$ cat src/rtl/core/srr_pkg.sv
// Shared types, constants and helpers for the suffix rank rebucketing block.
package srr_pkg;

	localparam int MAX_PARTITIONS = 6;
	localparam int VAL_W          = 31;
	localparam int DEST_W         = 3;
	localparam int CFG_IDX_W      = 3;
	localparam int FIFO_DEPTH     = 4;
	localparam int PTR_W          = $clog2(FIFO_DEPTH);
	localparam int FILL_W         = $clog2(FIFO_DEPTH + 1);

	// Register indexes on the configuration port
	localparam logic [CFG_IDX_W-1:0] CFG_OWN_PARTITION   = 3'd0;
	localparam logic [CFG_IDX_W-1:0] CFG_PARTITION_COUNT = 3'd1;
	localparam logic [CFG_IDX_W-1:0] CFG_START_0         = 3'd2;
	localparam logic [CFG_IDX_W-1:0] CFG_START_1         = 3'd3;
	localparam logic [CFG_IDX_W-1:0] CFG_START_2         = 3'd4;
	localparam logic [CFG_IDX_W-1:0] CFG_START_3         = 3'd5;
	localparam logic [CFG_IDX_W-1:0] CFG_START_4         = 3'd6;
	localparam logic [CFG_IDX_W-1:0] CFG_START_5         = 3'd7;

	typedef logic [VAL_W-1:0]  val_t;
	typedef logic [DEST_W-1:0] dest_t;

	typedef struct packed {
		dest_t own_partition;
		dest_t partition_count;
		val_t [MAX_PARTITIONS-1:0] starts;
	} cfg_t;

	// One classified word handed from the front to the back
	typedef struct packed {
		val_t  suffix_index;
		dest_t destination;
		logic  first_item;
		logic  same_pair;
	} entry_t;

	function automatic val_t sat_add(val_t a, val_t b);
		logic [VAL_W:0] s;
		s = {1'b0, a} + {1'b0, b};
		return s[VAL_W] ? {VAL_W{1'b1}} : s[VAL_W-1:0];
	endfunction

	function automatic val_t sat_inc(val_t a);
		return (a == {VAL_W{1'b1}}) ? a : a + val_t'(1);
	endfunction

endpackage

$ cat src/rtl/core/srr_if.sv
// Channel interfaces: input items, result items and configuration writes.
interface srr_item_if;
	logic                  valid;
	logic                  ready;
	srr_pkg::val_t         key_major;
	srr_pkg::val_t         key_minor;
	srr_pkg::val_t         suffix_index;
	logic                  first_item;

	modport source (output valid, key_major, key_minor, suffix_index, first_item,
		input ready);
	modport sink (input valid, key_major, key_minor, suffix_index, first_item,
		output ready);
endinterface

interface srr_result_if;
	logic                  valid;
	logic                  ready;
	srr_pkg::val_t         bucket_rank;
	srr_pkg::val_t         suffix_out;
	srr_pkg::dest_t        destination;
	srr_pkg::val_t         destination_count;

	modport source (output valid, bucket_rank, suffix_out, destination, destination_count,
		input ready);
	modport sink (input valid, bucket_rank, suffix_out, destination, destination_count,
		output ready);
endinterface

interface srr_cfg_if;
	logic                              valid;
	logic                              ready;
	logic [srr_pkg::CFG_IDX_W-1:0]     index;
	srr_pkg::val_t                     data;

	modport source (output valid, index, data, input ready);
	modport sink (input valid, index, data, output ready);
endinterface

$ cat src/rtl/core/srr_front.sv
// Front end: accept items, compare the key pair and route the suffix index.
module srr_front (
	input  logic                clk,
	input  logic                arst_n,
	srr_item_if.sink            items,
	input  srr_pkg::cfg_t       cfg,
	output srr_pkg::entry_t     push_data,
	output logic                push_valid,
	input  logic                push_ready
);

	srr_pkg::val_t  prev_major_q;
	srr_pkg::val_t  prev_minor_q;
	srr_pkg::dest_t n_active;
	srr_pkg::dest_t dest;
	logic           accept;

	assign items.ready = push_ready;
	assign push_valid  = items.valid;
	assign accept      = items.valid && push_ready;

	always_comb begin
		if (cfg.partition_count == '0)
			n_active = srr_pkg::dest_t'(1);
		else if (cfg.partition_count > srr_pkg::dest_t'(srr_pkg::MAX_PARTITIONS))
			n_active = srr_pkg::dest_t'(srr_pkg::MAX_PARTITIONS);
		else
			n_active = cfg.partition_count;
	end

	// Lowest matching range wins; fall back to the last partition in use
	always_comb begin
		dest = n_active - srr_pkg::dest_t'(1);
		for (int i = srr_pkg::MAX_PARTITIONS - 2; i >= 0; i--) begin
			if ((srr_pkg::dest_t'(i + 1) < n_active) &&
			    (cfg.starts[i] <= items.suffix_index) &&
			    (cfg.starts[i + 1] > items.suffix_index))
				dest = srr_pkg::dest_t'(i);
		end
	end

	always_comb begin
		push_data.suffix_index = items.suffix_index;
		push_data.destination  = dest;
		push_data.first_item   = items.first_item;
		push_data.same_pair    = (items.key_major == prev_major_q) &&
		                         (items.key_minor == prev_minor_q);
	end

	always_ff @(posedge clk or negedge arst_n) begin
		if (!arst_n) begin
			prev_major_q <= '0;
			prev_minor_q <= '0;
		end else if (accept) begin
			prev_major_q <= items.key_major;
			prev_minor_q <= items.key_minor;
		end
	end

endmodule

$ cat src/rtl/core/srr_fifo.sv
// Short queue of classified words between front and back.
module srr_fifo (
	input  logic            clk,
	input  logic            arst_n,
	input  srr_pkg::entry_t push_data,
	input  logic            push_valid,
	output logic            push_ready,
	output srr_pkg::entry_t pop_data,
	output logic            pop_valid,
	input  logic            pop_ready
);

	srr_pkg::entry_t                  mem_q [srr_pkg::FIFO_DEPTH];
	logic [srr_pkg::PTR_W-1:0]        wr_ptr_q;
	logic [srr_pkg::PTR_W-1:0]        rd_ptr_q;
	logic [srr_pkg::FILL_W-1:0]       fill_q;
	logic                             push;
	logic                             pop;

	assign push_ready = (fill_q != srr_pkg::FILL_W'(srr_pkg::FIFO_DEPTH));
	assign pop_valid  = (fill_q != '0);
	assign push       = push_valid && push_ready;
	assign pop        = pop_valid && pop_ready;
	assign pop_data   = mem_q[rd_ptr_q];

	always_ff @(posedge clk) begin
		if (push)
			mem_q[wr_ptr_q] <= push_data;
	end

	always_ff @(posedge clk or negedge arst_n) begin
		if (!arst_n) begin
			wr_ptr_q <= '0;
			rd_ptr_q <= '0;
			fill_q   <= '0;
		end else begin
			if (push)
				wr_ptr_q <= wr_ptr_q + srr_pkg::PTR_W'(1);
			if (pop)
				rd_ptr_q <= rd_ptr_q + srr_pkg::PTR_W'(1);
			if (push && !pop)
				fill_q <= fill_q + srr_pkg::FILL_W'(1);
			else if (pop && !push)
				fill_q <= fill_q - srr_pkg::FILL_W'(1);
		end
	end

endmodule

$ cat src/rtl/core/srr_back.sv
// Back end: assign bucket ranks, update partition counters, hold the result.
module srr_back (
	input  logic            clk,
	input  logic            arst_n,
	input  srr_pkg::cfg_t   cfg,
	input  srr_pkg::entry_t pop_data,
	input  logic            pop_valid,
	output logic            pop_ready,
	srr_result_if.source    results
);

	srr_pkg::val_t                            prev_rank_q;
	srr_pkg::val_t                            position_q;
	srr_pkg::val_t [srr_pkg::MAX_PARTITIONS-1:0] count_q;
	srr_pkg::val_t [srr_pkg::MAX_PARTITIONS-1:0] count_nxt;
	logic                                     out_valid_q;
	srr_pkg::val_t                            rank_q;
	srr_pkg::val_t                            suffix_q;
	srr_pkg::dest_t                           dest_q;
	srr_pkg::val_t                            dcount_q;
	srr_pkg::dest_t                           own;
	srr_pkg::val_t                            base;
	srr_pkg::val_t                            rank;
	logic                                     pop;

	assign pop_ready = !out_valid_q || results.ready;
	assign pop       = pop_valid && pop_ready;

	always_comb begin
		own = (cfg.own_partition >= srr_pkg::dest_t'(srr_pkg::MAX_PARTITIONS)) ?
		      srr_pkg::dest_t'(srr_pkg::MAX_PARTITIONS - 1) : cfg.own_partition;
		base = cfg.starts[own];
		if (pop_data.first_item)
			rank = base;
		else if (pop_data.same_pair)
			rank = prev_rank_q;
		else
			rank = srr_pkg::sat_add(base, position_q);
	end

	// A new sequence clears every counter before the destination's one is bumped
	always_comb begin
		for (int i = 0; i < srr_pkg::MAX_PARTITIONS; i++) begin
			count_nxt[i] = pop_data.first_item ? '0 : count_q[i];
			if (pop_data.destination == srr_pkg::dest_t'(i))
				count_nxt[i] = srr_pkg::sat_inc(count_nxt[i]);
		end
	end

	always_ff @(posedge clk or negedge arst_n) begin
		if (!arst_n) begin
			prev_rank_q <= '0;
			position_q  <= '0;
			count_q     <= '0;
			out_valid_q <= 1'b0;
		end else begin
			if (pop) begin
				prev_rank_q <= rank;
				position_q  <= pop_data.first_item ? srr_pkg::val_t'(1) :
				               srr_pkg::sat_inc(position_q);
				count_q     <= count_nxt;
				out_valid_q <= 1'b1;
			end else if (results.ready) begin
				out_valid_q <= 1'b0;
			end
		end
	end

	always_ff @(posedge clk) begin
		if (pop) begin
			rank_q   <= rank;
			suffix_q <= pop_data.suffix_index;
			dest_q   <= pop_data.destination;
			dcount_q <= count_nxt[pop_data.destination];
		end
	end

	assign results.valid             = out_valid_q;
	assign results.bucket_rank       = rank_q;
	assign results.suffix_out        = suffix_q;
	assign results.destination       = dest_q;
	assign results.destination_count = dcount_q;

endmodule

$ cat src/rtl/core/suffix_rank_rebucketing.sv
// An accepted item is queued, then registered as a result once the output register is free.
// Throughput: one item per cycle unless output stalls fill the queue; rank and counters update per item.
// A four-word queue between front and back absorbs up to four items of output stall.
// Reset (arst_n low, asynchronous) clears the previous pair, rank, position, counters,
// queue and output valid, and returns the registers to own 0, count 1, all starts 0.
// Configuration writes are taken every cycle; no clearing pass follows reset.
module suffix_rank_rebucketing (
	input  logic          clk,
	input  logic          arst_n,
	srr_item_if.sink      items,
	srr_result_if.source  results,
	srr_cfg_if.sink       cfg
);

	srr_pkg::cfg_t   cfg_q;
	srr_pkg::entry_t push_data;
	logic            push_valid;
	logic            push_ready;
	srr_pkg::entry_t pop_data;
	logic            pop_valid;
	logic            pop_ready;

	// Configuration words are always taken; the user must write them only while the block is idle (not enforced here)
	assign cfg.ready = 1'b1;

	always_ff @(posedge clk or negedge arst_n) begin
		if (!arst_n) begin
			cfg_q.own_partition   <= '0;
			cfg_q.partition_count <= srr_pkg::dest_t'(1);
			cfg_q.starts          <= '0;
		end else if (cfg.valid) begin
			unique case (cfg.index) inside
				srr_pkg::CFG_OWN_PARTITION:
					cfg_q.own_partition <= cfg.data[srr_pkg::DEST_W-1:0];
				srr_pkg::CFG_PARTITION_COUNT:
					cfg_q.partition_count <= cfg.data[srr_pkg::DEST_W-1:0];
				srr_pkg::CFG_START_0, srr_pkg::CFG_START_1, srr_pkg::CFG_START_2,
				srr_pkg::CFG_START_3, srr_pkg::CFG_START_4, srr_pkg::CFG_START_5:
					cfg_q.starts[cfg.index - srr_pkg::CFG_START_0] <= cfg.data;
				default: ;
			endcase
		end
	end

	// Front: compare the pair with the last one and pick the owning partition
	srr_front u_front (
		.clk        (clk),
		.arst_n     (arst_n),
		.items      (items),
		.cfg        (cfg_q),
		.push_data  (push_data),
		.push_valid (push_valid),
		.push_ready (push_ready)
	);

	// Queue: decouple input acceptance from output stalls
	srr_fifo u_fifo (
		.clk        (clk),
		.arst_n     (arst_n),
		.push_data  (push_data),
		.push_valid (push_valid),
		.push_ready (push_ready),
		.pop_data   (pop_data),
		.pop_valid  (pop_valid),
		.pop_ready  (pop_ready)
	);

	// Back: rank, position and counter state, plus the output register
	srr_back u_back (
		.clk       (clk),
		.arst_n    (arst_n),
		.cfg       (cfg_q),
		.pop_data  (pop_data),
		.pop_valid (pop_valid),
		.pop_ready (pop_ready),
		.results   (results)
	);

endmodule

$ cat src/flat_wrapper.sv
// flat-port wrapper written by rule: the top's interface ports become plain ports
module suffix_rank_rebucketing_flat 
  (clk, arst_n, items_valid, items_key_major, items_key_minor, items_suffix_index, items_first_item, items_ready, results_valid, results_bucket_rank, results_suffix_out, results_destination, results_destination_count, results_ready, cfg_valid, cfg_index, cfg_data, cfg_ready);
  srr_item_if items_i ();
  srr_result_if results_i ();
  srr_cfg_if cfg_i ();
  input  logic clk;
  input  logic arst_n;
  input wire logic [$bits(items_i.valid)-1:0] items_valid;
  input wire logic [$bits(items_i.key_major)-1:0] items_key_major;
  input wire logic [$bits(items_i.key_minor)-1:0] items_key_minor;
  input wire logic [$bits(items_i.suffix_index)-1:0] items_suffix_index;
  input wire logic [$bits(items_i.first_item)-1:0] items_first_item;
  output wire logic [$bits(items_i.ready)-1:0] items_ready;
  output wire logic [$bits(results_i.valid)-1:0] results_valid;
  output wire logic [$bits(results_i.bucket_rank)-1:0] results_bucket_rank;
  output wire logic [$bits(results_i.suffix_out)-1:0] results_suffix_out;
  output wire logic [$bits(results_i.destination)-1:0] results_destination;
  output wire logic [$bits(results_i.destination_count)-1:0] results_destination_count;
  input wire logic [$bits(results_i.ready)-1:0] results_ready;
  input wire logic [$bits(cfg_i.valid)-1:0] cfg_valid;
  input wire logic [$bits(cfg_i.index)-1:0] cfg_index;
  input wire logic [$bits(cfg_i.data)-1:0] cfg_data;
  output wire logic [$bits(cfg_i.ready)-1:0] cfg_ready;
  assign items_i.valid = items_valid;
  assign items_i.key_major = items_key_major;
  assign items_i.key_minor = items_key_minor;
  assign items_i.suffix_index = items_suffix_index;
  assign items_i.first_item = items_first_item;
  assign items_ready = items_i.ready;
  assign results_valid = results_i.valid;
  assign results_bucket_rank = results_i.bucket_rank;
  assign results_suffix_out = results_i.suffix_out;
  assign results_destination = results_i.destination;
  assign results_destination_count = results_i.destination_count;
  assign results_i.ready = results_ready;
  assign cfg_i.valid = cfg_valid;
  assign cfg_i.index = cfg_index;
  assign cfg_i.data = cfg_data;
  assign cfg_ready = cfg_i.ready;
  suffix_rank_rebucketing u_core (.clk(clk), .arst_n(arst_n), .items(items_i), .results(results_i), .cfg(cfg_i));
endmodule
$ cat config.mk
export PLATFORM = sky130hd
export DESIGN_NAME = suffix_rank_rebucketing_flat
export DESIGN_NICKNAME = d
export VERILOG_FILES = /design/src/rtl/core/srr_pkg.sv /design/src/rtl/core/srr_if.sv /design/src/rtl/core/srr_front.sv /design/src/rtl/core/srr_fifo.sv /design/src/rtl/core/srr_back.sv /design/src/rtl/core/suffix_rank_rebucketing.sv /design/src/flat_wrapper.sv
export SDC_FILE = /design/constraint.sdc
export NUM_CORES = 2
export LEC_CHECK = 0
export BUFFER_PORTS_ARGS = -buffer_cell sky130_fd_sc_hd__buf_2
export CAP_MARGIN = 20
export CORE_MARGIN = 3
export CORE_UTILIZATION = 50
export CTS_BUF_LIST = sky130_fd_sc_hd__clkbuf_8
export CTS_CLUSTER_DIAMETER = 150
export CTS_CLUSTER_SIZE = 14
export DETAILED_ROUTE_END_ITERATION = 16
export PLACE_DENSITY = 0.7
export SYNTH_ARGS = -nofsm -noshare
export SYNTH_HDL_FRONTEND = slang
export SYNTH_SLANG_ARGS = --single-unit
$ cat constraint.sdc
create_clock -name clk -period 4.4 [get_ports clk]
set_input_delay 0.66 -clock clk [delete_from_list [all_inputs] [get_ports clk]]
set_output_delay 0.66 -clock clk [all_outputs]
set_load 0.01 [all_outputs]
==> impl_summary.log <==
[metrics] peak ir drop on the vdd network: ~370 uV
[metrics] DR iter-0 viols: 3,803
[metrics] maximum clock skew at final layout: approximately 60 ps
[metrics] I/O Pins: about 230
[metrics] width of the die: roughly 300 um
[metrics] Critical Path End Type: register
[metrics] vias after detailed routing: between 30,000 and 40,000
[metrics] launching instance or port of the critical path: u_core.u_fifo.rd_ptr_q[0]$_DFFE_PN0P_
[metrics] Net Count, Synth: approximately 4,500
[metrics] critical path startpoint category: register
[metrics] wire length reported by the detailed router: about 130 mm
[metrics] slew margin rel.: 21.8%
[metrics] final hold violation count: 0
[metrics] placeable core region: ~86,000 sq um
[metrics] summed negative setup slack over all endpoints: 0 ps
[metrics] Wirelength per Cell: approximately 24 um
[metrics] Worst Hold Slack: 151 ps
[metrics] RSZ-0062 raised after global routing: yes
[metrics] CTS tree: built
[metrics] Reg2Reg Setup Slack: 120 ps
[metrics] final worst path period need: 4280 ps
[metrics] number of antenna violations at the first check in global routing: 11
[metrics] DP Cell Count: roughly 5,500
[metrics] total clock sinks: 750
[metrics] number of instances in the synthesized netlist: just over 4,000
[metrics] Root Driver: clkbuf_8
[metrics] synthesized cell area: 43,500 sq um
[metrics] total number of yosys warnings: 0
[metrics] half-perimeter wire length of the detailed placement result: 97.1 mm
[metrics] MaxCap Viol Count: 0
[metrics] count of H-tree levels built during CTS: 2
[metrics] pins over their slew limit: 0
[metrics] share of final-layout standard cells stronger than drive strength 1: slightly below 20%
[metrics] design internal power: ~0.014 W
[metrics] via-per-instance ratio: between 6 and 7
[metrics] reported net switching power: between 0.01 and 0.015 W
[metrics] Final period util: between 90% and 100%
[metrics] Worst R2R Start: u_core.u_fifo.rd_ptr_q[0]$_DFFE_PN0P_
[metrics] combinational power share: 44.2%
[metrics] actual slew at the worst max-slew pin: approximately 1200 ps
[metrics] count of endpoints failing setup in the final report: 0
[metrics] input/output buffers: between 200 and 250
[metrics] number of distinct library cell variants in the gate-level netlist after synthesis: 96
[metrics] Nets: between 4,000 and 5,000
[metrics] initial core utilization: roughly half
[metrics] cell depth of the worst flop-to-flop path: 11
[metrics] number of detailed-route iterations in the first pass: 6
[metrics] first-pass GRT wire length: approximately 200 mm
[metrics] switching part of the total: 41.4%
[metrics] FMAX: approximately 0.23 GHz
[metrics] power consumption: between 0.02 and 0.025 W
[metrics] routability-driven placement congestion ratio: a little under 1
[metrics] average footprint of a synthesized cell: about 11 sq um
[metrics] sequential element share of the synthesized area: between 40% and 50%
[metrics] Data required, critical path: between 4000 and 5000 ps
[metrics] number of global-route vias before repair: around 33,000
[metrics] result of the run: completed
[metrics] power per unit of standard cell area: 514 nW/um^2
[metrics] count of unresolved DRC violations after routing: 0
[metrics] area delta synth->final: 9.90%
[metrics] category of the critical setup timing path: register to register
[metrics] global-route usage over all layers: 29.2%
[metrics] CTS Buf Count: 59
[metrics] predominant post-synthesis flop cell: dfrtp_1
[metrics] Pleak: around 20 nW
[metrics] die extent in y: 301 um
[metrics] overall die area: 90,500 sq um
[metrics] hold crit path type: primary input to register
[metrics] sequential power share: between 40% and 50%
[metrics] post-route antenna net violation count: 0
[metrics] Remaining Overflow, GRT: 0
[metrics] worst reg2reg path endpoint: u_core.u_back.results.destination_count[24]$_DFFE_PP_
[metrics] async set or reset register ratio after synthesis: 68.0%
[metrics] arrival time reported for the critical path endpoint: between 4000 and 5000 ps
[metrics] clock network power share: 15.0%
[metrics] deepest clock path buffer count: 3
[metrics] EDFF count, synth: 240
[metrics] insertion delay to the later sink of the worst-skew pair: around 770 ps
[metrics] pin count of the biggest net entering global routing: 106
[metrics] number of flip-flops and latches in the synthesized netlist: 750
[metrics] Finished Layout Cells: about 5,600
[metrics] Clock transition at path regs: about 110 ps
[metrics] maximum fanout along the worst path: 21
[metrics] Core Rows: ~110
[metrics] endpoint of the most critical setup path: u_core.u_back.results.destination_count[24]$_DFFE_PP_
[metrics] final design utilization: between 50% and 60%
==> routing by layer <==
| layer | track usage, % | up-vias | part of all wire, % |
|---|---|---|---|
| li1 | - | 15800 | - |
| met1 | 42.9 | 17400 | 44 |
| met2 | 44.5 | 1406 | 45 |
| met3 | 4.29 | 233 | 7.9 |
| met4 | 9.59 | 0 | 3.5 |
| met5 | 0 | - | 0 |
==> area by class of cell <==
class / count / area, sq um
inverter: 91 / 349
timing repair buffer: 385 / 2490
sequential: 750 / 20000
clock buffer: 59 / 812
multi-input combinational: 3097 / 22500
antenna: 6 / 15.0
fill: 7588 / 37900
tap: 1144 / 1430
clock inverter: 43 / 185
==> worst min path at each step <==
stage                                           start                                         end  cells past startpoint
6_report                       items_suffix_index[12]        u_core.u_fifo.mem_q[3][17]$_DFFE_PP_                      1
3_3_place_gp   u_core.u_back.count_q[107]$_DFFE_PN0P_      u_core.u_back.count_q[107]$_DFFE_PN0P_                      1
2_1_floorplan                                  arst_n                 u_core.cfg_q[0]$_DFFE_PN0P_                      0
4_1_cts                                 results_ready     u_core.u_back.results.valid$_DFFE_PN0P_                      4
5_1_grt                            items_key_major[6]  u_core.u_front.prev_major_q[6]$_DFFE_PN0P_                      2
3_5_place_dp      u_core.u_fifo.fill_q[2]$_DFFE_PN0P_         u_core.u_fifo.fill_q[2]$_DFFE_PN0P_                      1
==> sequential cells by signal, summed over array words and instances (netlist names) <==
name                                     count
u_core.u_fifo.fill_q                         3
u_core.u_back.prev_rank_q                   31
u_core.u_back.count_q                      186
u_core.u_front.prev_minor_q                 31
u_core.u_fifo.rd_ptr_q                       2
u_core.u_back.results.destination            3
u_core.u_fifo.mem_q                        144
u_core.u_front.prev_major_q                 31
u_core.u_back.position_q                    31
u_core.u_back.results.suffix_out            31
u_core.cfg_q                               192
u_core.u_back.results.valid                  1
u_core.u_fifo.wr_ptr_q                       2
u_core.u_back.results.destination_count     31
u_core.u_back.results.bucket_rank           31
==> power groups by stage <==
stage / registers [W] / clock network [W] / logic [W]
floorplan: 0.00993 / 0 / 0.00665
global placement: 0.0101 / 0 / 0.0104
detailed placement: 0.0101 / 0 / 0.0106
CTS: 0.0100 / 0.00380 / 0.0106
global route: 0.0102 / 0.00404 / 0.0117
finish: 0.0100 / 0.00369 / 0.0108
==> cell usage after synthesis, types with 23 or more instances <==
library cell / n / area (sq um)
a21o_1: 42 / 315
a21oi_1: 192 / 961
a221oi_1: 23 / 201
a31oi_1: 49 / 307
and2_1: 27 / 169
and3_1: 63 / 394
and4_1: 36 / 315
buf_1: 37 / 139
clkbuf_1: 143 / 537
dfrtp_1: 509 / 12700
edfxtp_1: 240 / 7210
ha_1: 233 / 2920
inv_1: 90 / 338
mux2_2: 269 / 3030
mux2i_1: 47 / 470
mux4_2: 65 / 1460
nand2_1: 496 / 1860
nand3_1: 135 / 676
nand4_1: 82 / 513
nor2_1: 222 / 833
nor2b_1: 27 / 169
nor3_1: 62 / 310
o21ai_0: 337 / 1690
o22ai_1: 35 / 219
o31ai_1: 82 / 616
xnor2_1: 134 / 1170
xor2_1: 148 / 1300
==> metrics by stage <==
stage | setup slack (ps) | cell area [sq um]
after floorplan | 7.25 | 43500
after global placement | 66.6 | 46600
after detailed placement | 33.8 | 46600
after CTS | 7.75 | 47600
after global routing | -22.3 | 47800
final | 119 | 47800
==> placed cells by master, fill, tap and decap left out, types with 64 or more instances in the layout <==
master / netlist / routed
nand2_1: 496 / 495
o31ai_1: 82 / 82
o21ai_0: 337 / 331
ha_1: 233 / 231
nand4_1: 82 / 82
nand3_1: 135 / 135
xnor2_1: 134 / 134
edfxtp_1: 240 / 240
mux4_2: 65 / 64
a21oi_1: 192 / 189
buf_4: 3 / 141
xor2_1: 148 / 148
inv_1: 90 / 129
buf_2: 19 / 229
dfrtp_1: 509 / 504
nor2_1: 222 / 220
mux2_2: 269 / 268
==> critical path, stage by stage (launching register included) <==
cell,delay [ps]
dfrtp_2,380
buf_4,270
mux4_2,820
buf_4,260
or3b_2,570
nor2_1,260
nand3_1,210
nor3_1,180
a21oi_1,120
a2111oi_0,730
nor3_1,130
buf_4,180
==> repair_timing <==
action	4_1_cts	5_1_grt
endpoints found under the hold margin	61	0
endpoints found under the setup margin	1	45
buffers inserted	0	9
gates resized for setup	1	20
hold buffers	1	0
==> logic make-up (layout without fill, tap and decap cells) <==
kind of cell             after synthesis  in the layout  share of synthesized area (%)
AND/OR/NAND/NOR                     1271           1271                           14.4
AO/OA/AOI/OAI                        927            927                           13.1
flip-flops                           750            750                           45.9
multiplexers                         381            381                           11.4
buffers and inverters                294            578                           2.64
XOR/XNOR                             282            282                           5.68
adder cells (fa/ha/maj)              235            235                           6.80
other                                  1              7                        0.00862
Note: power is estimated with default switching activity, not from simulation.
